`config.mk`:
```
export PLATFORM = sky130hd
export DESIGN_NAME = cursor_linked_list_engine
export DESIGN_NICKNAME = d
export VERILOG_FILES = /design/src/hw/rtl/clle_pkg.sv /design/src/hw/rtl/clle_front.sv /design/src/hw/rtl/clle_back.sv /design/src/hw/rtl/cursor_linked_list_engine.sv
export SDC_FILE = /design/constraint.sdc
export NUM_CORES = 1
export LEC_CHECK = 0
export BUFFER_PORTS_ARGS = -buffer_cell sky130_fd_sc_hd__clkbuf_2
export CORE_UTILIZATION = 57
export DETAILED_ROUTE_END_ITERATION = 10
export PLACE_DENSITY = 0.77
export SYNTH_ARGS = -nofsm -noshare
export SYNTH_HDL_FRONTEND = slang
export SYNTH_SLANG_ARGS = --single-unit
```
`constraint.sdc`:
```
create_clock -name clk -period 6.5 [get_ports clk]
set_input_delay 0.325 -clock clk [delete_from_list [all_inputs] [get_ports clk]]
set_output_delay 0.325 -clock clk [all_outputs]
set_load 0.005 [all_outputs]
```
`src/hw/rtl/clle_pkg.sv`:
```
package clle_pkg;

	localparam logic [1:0] FUNC_INS_HEAD = 2'd0;
	localparam logic [1:0] FUNC_INS_TAIL = 2'd1;
	localparam logic [1:0] FUNC_SEARCH   = 2'd2;
	localparam logic [1:0] FUNC_TRAVERSE = 2'd3;

	typedef struct packed {
		logic [1:0]  func;
		logic [31:0] value;
	} in_item_t;

	typedef struct packed {
		logic        ok;
		logic [31:0] item_value;
		logic        last;
	} out_item_t;

	function automatic logic is_nan(input logic [31:0] a);
		return (a[30:23] == 8'hFF) && (a[22:0] != 23'd0);
	endfunction

	function automatic logic float_eq(input logic [31:0] a, input logic [31:0] b);
		logic r;
		if (is_nan(a) || is_nan(b)) begin
			r = 1'b0;
		end else if (((a | b) & 32'h7FFF_FFFF) == 32'd0) begin
			r = 1'b1;
		end else begin
			r = (a == b);
		end
		return r;
	endfunction

endpackage

```
`src/hw/rtl/clle_front.sv`:
```
// Command queue: holds accepted items until the list engine takes them.
module clle_front (
	input  logic               clk,
	input  logic               arst_n,
	input  logic               push,
	output logic               full,
	input  clle_pkg::in_item_t din,
	output logic               cmd_valid,
	input  logic               cmd_take,
	output clle_pkg::in_item_t cmd
);
	import clle_pkg::*;

	in_item_t   buf_q [2];
	logic       wp_q, rp_q;
	logic [1:0] cnt_q;

	assign full      = cnt_q[1];
	assign cmd_valid = cnt_q != 2'd0;
	assign cmd       = buf_q[rp_q];

	always_ff @(posedge clk) begin
		if (push && !full) begin
			buf_q[wp_q] <= din;
		end
	end

	always_ff @(posedge clk or negedge arst_n) begin
		if (!arst_n) begin
			wp_q  <= 1'b0;
			rp_q  <= 1'b0;
			cnt_q <= 2'd0;
		end else begin
			if (push && !full) wp_q <= ~wp_q;
			if (cmd_take && cmd_valid) rp_q <= ~rp_q;
			cnt_q <= cnt_q + {1'b0, push && !full} - {1'b0, cmd_take && cmd_valid};
		end
	end

	a_cnt: assert property (@(posedge clk) disable iff (!arst_n) cnt_q != 2'd3)
		else $error("queue count overflow");
	a_nopop: assert property (@(posedge clk) disable iff (!arst_n)
		!cmd_valid |-> (wp_q == rp_q))
		else $error("pointers differ while empty");
	a_full: assert property (@(posedge clk) disable iff (!arst_n)
		full |-> (wp_q == rp_q))
		else $error("pointers differ while full");
endmodule

```
`src/hw/rtl/clle_back.sv`:
```
// List engine: one slot visit per cycle while the output queue has space; results go to a 2-entry output queue.
module clle_back #(
	parameter int CAPACITY = 16
) (
	input  logic                clk,
	input  logic                arst_n,
	input  logic                cmd_valid,
	output logic                cmd_take,
	input  clle_pkg::in_item_t  cmd,
	input  logic                cfg_valid,
	output logic                cfg_ready,
	input  logic [4:0]          cfg_data,
	output logic                empty,
	input  logic                pop,
	output clle_pkg::out_item_t dout
);
	import clle_pkg::*;

	localparam int IW = $clog2(CAPACITY + 1);
	localparam int AW = (CAPACITY > 1) ? $clog2(CAPACITY) : 1;

	localparam logic [1:0] ST_IDLE = 2'd0;
	localparam logic [1:0] ST_WALK = 2'd1;
	localparam logic [1:0] ST_EMIT = 2'd2;

	logic [31:0]   val_mem [CAPACITY];
	logic [IW-1:0] link_q  [CAPACITY];
	logic [IW-1:0] size_q, head_q, free_q, cur_q, slot_q, steps_q;
	logic [1:0]    st_q;
	in_item_t      op_q;

	out_item_t  ob_q [2];
	logic       owp_q, orp_q;
	logic [1:0] ocnt_q;
	logic       o_push;
	out_item_t  o_item;
	logic       space;

	logic [IW-1:0] cfg_sz;
	logic [IW-1:0] nx;
	logic          cur_ok, free_ok;

	assign empty     = ocnt_q == 2'd0;
	assign dout      = ob_q[orp_q];
	assign space     = (ocnt_q != 2'd2);
	assign cfg_ready = (st_q == ST_IDLE);
	assign cmd_take  = (st_q == ST_IDLE) && cmd_valid && !cfg_valid && (ocnt_q == 2'd0);

	always_comb begin
		if (cfg_data == 5'd0) cfg_sz = IW'(1);
		else if ({27'd0, cfg_data} > 32'(CAPACITY)) cfg_sz = IW'(CAPACITY);
		else cfg_sz = IW'(cfg_data);
	end

	assign cur_ok  = cur_q < size_q;
	assign nx      = link_q[cur_q[AW-1:0]];
	assign free_ok = free_q < size_q;

	always_comb begin
		o_push = 1'b0;
		o_item = '0;
		unique case (st_q)
			ST_IDLE: begin
				if (cmd_take && (cmd.func == FUNC_INS_HEAD || cmd.func == FUNC_INS_TAIL)) begin
					o_push      = 1'b1;
					o_item.ok   = free_ok;
					o_item.last = 1'b1;
				end
			end
			ST_WALK: begin
				if (op_q.func == FUNC_SEARCH) begin
					if (!cur_ok || steps_q >= size_q) begin
						o_push = 1'b1; o_item.last = 1'b1;
					end else if (float_eq(val_mem[cur_q[AW-1:0]], op_q.value)) begin
						o_push = 1'b1; o_item.ok = 1'b1; o_item.last = 1'b1;
					end
				end
			end
			ST_EMIT: begin
				if (space) begin
					o_push = 1'b1;
					if (!cur_ok) begin
						o_item.last = 1'b1;
					end else begin
						o_item.ok         = 1'b1;
						o_item.item_value = val_mem[cur_q[AW-1:0]];
						o_item.last       = (steps_q + IW'(1) >= size_q) || (nx >= size_q);
					end
				end
			end
			default: ;
		endcase
	end

	always_ff @(posedge clk) begin
		if (o_push) ob_q[owp_q] <= o_item;
		if (cmd_take && (cmd.func == FUNC_INS_HEAD || cmd.func == FUNC_INS_TAIL) && free_ok) begin
			val_mem[free_q[AW-1:0]] <= cmd.value;
		end
	end

	// Take a command only with the output queue empty so every result fits.
	always_ff @(posedge clk or negedge arst_n) begin
		if (!arst_n) begin
			size_q  <= IW'(CAPACITY);
			head_q  <= IW'(CAPACITY);
			free_q  <= '0;
			st_q    <= ST_IDLE;
			cur_q   <= '0;
			slot_q  <= '0;
			steps_q <= '0;
			op_q    <= '0;
			owp_q   <= 1'b0;
			orp_q   <= 1'b0;
			ocnt_q  <= 2'd0;
			for (int i = 0; i < CAPACITY; i++) link_q[i] <= IW'(i + 1);
		end else begin
			if (o_push) owp_q <= ~owp_q;
			if (pop && !empty) orp_q <= ~orp_q;
			ocnt_q <= ocnt_q + {1'b0, o_push} - {1'b0, pop && !empty};
			unique case (st_q)
				ST_IDLE: begin
					if (cfg_valid) begin
						size_q <= cfg_sz;
						head_q <= cfg_sz;
						free_q <= '0;
						for (int i = 0; i < CAPACITY; i++) link_q[i] <= IW'(i + 1);
					end else if (cmd_take) begin
						op_q    <= cmd;
						cur_q   <= head_q;
						steps_q <= '0;
						unique case (cmd.func)
							FUNC_INS_HEAD: begin
								if (free_ok) begin
									free_q <= link_q[free_q[AW-1:0]];
									link_q[free_q[AW-1:0]] <= (head_q < size_q) ? head_q : size_q;
									head_q <= free_q;
								end
							end
							FUNC_INS_TAIL: begin
								if (free_ok) begin
									free_q <= link_q[free_q[AW-1:0]];
									link_q[free_q[AW-1:0]] <= size_q;
									slot_q <= free_q;
									if (head_q >= size_q) head_q <= free_q;
									else st_q <= ST_WALK;
								end
							end
							FUNC_SEARCH: st_q <= ST_WALK;
							FUNC_TRAVERSE: st_q <= ST_EMIT;
							default: ;
						endcase
					end
				end
				ST_WALK: begin
					if (op_q.func == FUNC_INS_TAIL) begin
						if (steps_q >= size_q || nx >= size_q || nx == slot_q) begin
							link_q[cur_q[AW-1:0]] <= slot_q;
							st_q <= ST_IDLE;
						end else begin
							cur_q   <= nx;
							steps_q <= steps_q + IW'(1);
						end
					end else if (o_push) begin
						st_q <= ST_IDLE;
					end else begin
						cur_q   <= nx;
						steps_q <= steps_q + IW'(1);
					end
				end
				ST_EMIT: begin
					if (o_push) begin
						if (o_item.last) st_q <= ST_IDLE;
						cur_q   <= nx;
						steps_q <= steps_q + IW'(1);
					end
				end
				default: st_q <= ST_IDLE;
			endcase
		end
	end

	a_ocnt: assert property (@(posedge clk) disable iff (!arst_n) ocnt_q != 2'd3)
		else $error("result queue overflow");
	a_nocfg: assert property (@(posedge clk) disable iff (!arst_n)
		(st_q != ST_IDLE) |-> !cfg_ready)
		else $error("config open while busy");
	a_size: assert property (@(posedge clk) disable iff (!arst_n)
		(size_q >= IW'(1)) && (size_q <= IW'(CAPACITY)))
		else $error("list size out of range");
	a_steps: assert property (@(posedge clk) disable iff (!arst_n)
		(st_q != ST_IDLE) |-> (steps_q <= size_q))
		else $error("walk exceeded list size");
endmodule

```
`src/hw/rtl/cursor_linked_list_engine.sv`:
```
// Insert at head: done in the idle state when the command is taken, result next cycle.
// Insert at tail: walks the links from the head to the last node; search: walks to a match or the end.
// Traverse: list_size beats at most, one beat per cycle while the output queue has space.
// Input queue of two items; a command is taken only once the two-beat output queue is empty.
// Reset (arst_n low): list empty, size CAPACITY, free chain 0..CAPACITY-1.
module cursor_linked_list_engine #(
	parameter int CAPACITY = 16
) (
	input  logic                clk,
	input  logic                arst_n,
	input  logic                push,
	output logic                full,
	input  clle_pkg::in_item_t  din,
	output logic                empty,
	input  logic                pop,
	output clle_pkg::out_item_t dout,
	input  logic                cfg_valid,
	output logic                cfg_ready,
	input  logic [4:0]          cfg_data
);
	import clle_pkg::*;

	logic     cmd_valid, cmd_take;
	in_item_t cmd;

	clle_front u_front (
		.clk(clk), .arst_n(arst_n), .push(push), .full(full), .din(din),
		.cmd_valid(cmd_valid), .cmd_take(cmd_take), .cmd(cmd)
	);

	clle_back #(.CAPACITY(CAPACITY)) u_back (
		.clk(clk), .arst_n(arst_n), .cmd_valid(cmd_valid), .cmd_take(cmd_take),
		.cmd(cmd), .cfg_valid(cfg_valid), .cfg_ready(cfg_ready), .cfg_data(cfg_data),
		.empty(empty), .pop(pop), .dout(dout)
	);
endmodule
```
==> flow_summary.ini <==
[synthesis]
synth_seq_cells = 802
synth_seq_area_share_pct = 66.5
synth.top_cell.area_share_pct = 55.4
synth.net_count = 2203
synthFlopType = edfxtp_1
yosysWarnings = 0
syn_area_um2 = 35100
syn_inst = 2092
ys_top_cells_by_area = edfxtp_1 55%, mux4_2 9.7%, dfrtp_1 8.5%, mux2_2 4.6%, dfstp_2 2.6%
async_reset_ff_share_pct = 19.2
syn_area_per_cell_um2 = 16.8
synth_top_area_cell = edfxtp_1
synth_edf_count = 648
synth_cell_types = 71

[setup_path]
startpoint_type = register
cp_cell_sequence = buf_4, mux4_1, a22o_1, a221oi_1, ha_1, nor4_1, nand4_1, or3_1, a221oi_2, a211oi_2, nor2_1, and2_2, buf_12
end_kind = register
worstPathArrival_ns = 6.42
cpMaxStageDelayCell = dfrtp_4
critPathBufInv = 2
required_ns = 6.82
cp_top_family = simple AND/OR/NAND/NOR gates
worstPathMaxFanout = 30
r2r-end = u_back.ob_q[1][8]
reg2reg_slack_ns = 0.40
ff2ff_path_depth = 13
cpPeakStageDelay_ns = 0.87
r2r_start = u_back.cur_q[0]
crit_type = reg -> reg

[routing]
drcViolationCount = 0
dr_wl_met3_um = 9470
dr_wl_met2_um = 44300
top_layer = met4
vias = 21026
firstDrtPassIters = 5
met1_length_um = 35600
ant_nets = 0
wirelength_um = 92800
vias_per_cell = 6.83
wire_per_inst_um = 30.1
drtIter0Drc = 2611

[global_route]
gr-total-overflow = 0
grt_usage_pct = 30.0
grt_pass1_wl_um = 137000
grt_pass1_vias = 21216
grt_start_max_net_pins = 72
antenna_found_initial = 0

[die]
dieArea_um2 = 62700
initial_core_util_pct = 58.0
die_w_um = 250
die_y_um = 250
fp-row-count = 90
core_area_um2 = 60600
boundaryPins = 81

[min_path]
whs_endpoint = u_back.size_q[1]
hp-start = cfg_data[1]
hp-class = in -> reg
holdPathStages = 3

[sta]
holdWs_ns = 0.0313
fin_setup_tns_ns = 0
fin_crit_ns = 6.10
finalCritPeriodShare_pct = 93.8
slew_headroom_pct = 19.0
max_freq_mhz = 164
finalSetupViolCount = 0
finalHoldViolCount = 0
worstMarginPinSlew_ns = 1.21
skew_ns = 0.0327
rsz0062_at_grt = false
worst_slack_ns = 0.405
slew_viol_final = 0

[finish]
insertedDiodeCount = 0
fill_cells = 4022
area_growth_pct = 13.2
multiInputGateArea_um2 = 11100
postLayoutCoreUtil_pct = 65.7
fin_nets = 2346
regArea_um2 = 23400
drive_gt1_share_pct = 29.0

[clock_network]
clkLatencyLatePin_ns = 0.64
cts_max_path_buffers = 3
ctsResizeCount = 0
clock-sinks = 802
htree_num_levels = 3
cts-root-buf = clkbuf_16
cts_buffers = 82
clk_pin_slew_worst_paths_ns = 0.06
cts_tree = yes

[place]
globalplace.congestion = 0.947
hpwlAfterDp_um = 55900
port-buffer-count = 80
post-place-ws_ns = 0.503

[power_and_ir_drop]
p_leak_uw = 0.0140
cellPowerDensity_nw_per_um2 = 287
ir_worst_vdd_mv = 0.347

[flow_run]
maxCapViolations = 0

[status]
status = finished, final reports clean
## stage by stage
stage | power (µW) | std cells | cell area [µm²]
after floorplan | 6260 | 2092 | 35100
after detailed placement | 6610 | 2895 | 36600
final | 11400 | 3080 | 39800
after global routing | 11700 | 3080 | 39800
after CTS | 11500 | 3080 | 39800
after global placement | 6590 | 2895 | 36600
## report_power, final
part | total (µW) | leakage (µW) | switching, µW | internal, µW
clock | 4890 | 0.00136 | 1980 | 2910
sequential | 5790 | 0.00765 | 36.7 | 5760
combinational | 739 | 0.00500 | 466 | 273
total | 11400 | 0.0140 | 2480 | 8940
## synth_stat cells (14+ instances only)
| master | number |
|---|---|
| a21oi_1 | 46 |
| a221oi_1 | 34 |
| a22o_1 | 48 |
| buf_4 | 15 |
| buf_6 | 14 |
| clkbuf_1 | 60 |
| dfrtp_1 | 119 |
| dfstp_2 | 35 |
| edfxtp_1 | 648 |
| ha_1 | 67 |
| inv_1 | 61 |
| mux2_2 | 144 |
| mux2i_1 | 49 |
| mux4_2 | 152 |
| nand2_1 | 104 |
| nand2b_1 | 15 |
| nand3_1 | 32 |
| nand4_1 | 27 |
| nor2_1 | 93 |
| nor4_1 | 15 |
| o21a_1 | 30 |
| o21ai_0 | 64 |
| o22ai_1 | 48 |
## worst max path at each step
stage	start	end	slack [ns]	cells after the start
after floorplan	u_back.cur_q[1]	u_back.ob_q[0][0]	0.33	13
after global placement	u_back.cur_q[0]	u_back.ob_q[1][23]	0.58	13
after detailed placement	u_back.cur_q[0]	u_back.ob_q[1][23]	0.50	13
after CTS	u_back.cur_q[0]	u_back.ob_q[1][8]	0.44	13
after global routing	u_back.cur_q[0]	u_back.ob_q[1][8]	0.11	13
final	u_back.cur_q[0]	u_back.ob_q[1][8]	0.40	13
## repair_timing
item / CTS / global route
endpoints found under the setup margin: 0 / 0
buffers inserted: 0 / 0
hold buffers: 38 / 0
endpoints found under the hold margin: 126 / 0
## per-layer routing
layer / global-route usage (%) / vias to the layer above
met3: 5.93 / 209
met5: 0 / -
li1: - / 8615
met4: 11.5 / 0
met1: 41.6 / 10836
met2: 47.5 / 1366
## cells by family after synthesis
logic type	synth area share [%]
AOI/OAI and AO/OA	6.39
xor gates and xnor gates	0.399
adders and majority gates	2.39
buffers and inverters	2.64
DFF	66.5
muxes	17.1
and+or+nand+nor	4.68
## state kept, by name, summed over array words and instances, names as in the netlist, 2 cells and up
signal,flops
u_back.ocnt_q,2
u_back.slot_q,5
u_back.head_q,5
u_front.buf_q,68
u_back.cur_q,5
u_back.val_mem,512
u_back.ob_q,68
u_back.size_q,5
u_back.free_q,5
u_back.steps_q,5
u_back.st_q,2
u_front.cnt_q,2
u_back.op_q,34
u_back.link_q,80
## cell type report
| class | instances | share of cell area, % |
|---|---|---|
| multi-input combinational | 1110 | 27.8 |
| clock inverter | 42 | 1.42 |
| inverter | 62 | 0.585 |
| sequential | 802 | 58.7 |
| tap | 782 | 2.46 |
| timing repair buffer | 177 | 3.37 |
| clock buffer | 105 | 5.60 |
## worst reg2reg max path, delay by kind of cell, from the launching register on
family / cells / cell delay (ns)
buffers and inverters: 2 / 0.61
multiplexers: 1 / 0.57
adder cells (fa/ha/maj): 1 / 0.37
AND/OR/NAND/NOR: 5 / 1.90
flip-flops: 1 / 0.87
AO/OA/AOI/OAI: 4 / 1.44
## layout by cell type, fill, tap and decap left out, types with 9 or more instances in the layout
| cell type | instances |
|---|---|
| clkbuf_1 | 15 |
| dlygate4sd3_1 | 38 |
| a221oi_1 | 34 |
| nand3_1 | 32 |
| a22o_1 | 48 |
| a21oi_1 | 46 |
| o21a_1 | 30 |
| clkbuf_16 | 83 |
| nand4_1 | 27 |
| nor2_1 | 74 |
| dfstp_2 | 35 |
| mux4_2 | 152 |
| nand2_4 | 10 |
| nand2_1 | 104 |
| ha_1 | 66 |
| clkbuf_2 | 79 |
| mux2i_1 | 45 |
| nor4_1 | 15 |
| mux4_1 | 12 |
| bufinv_16 | 12 |
| clkinv_2 | 12 |
| xnor2_1 | 11 |
| nor2_4 | 19 |
| buf_12 | 9 |
| inv_1 | 61 |
| o21ai_0 | 64 |
| buf_4 | 50 |
| mux2_2 | 144 |
| edfxtp_1 | 648 |
| dfrtp_1 | 116 |
| nand2b_1 | 15 |
| o22ai_1 | 48 |
Note: power is estimated with default switching activity, not from simulation.
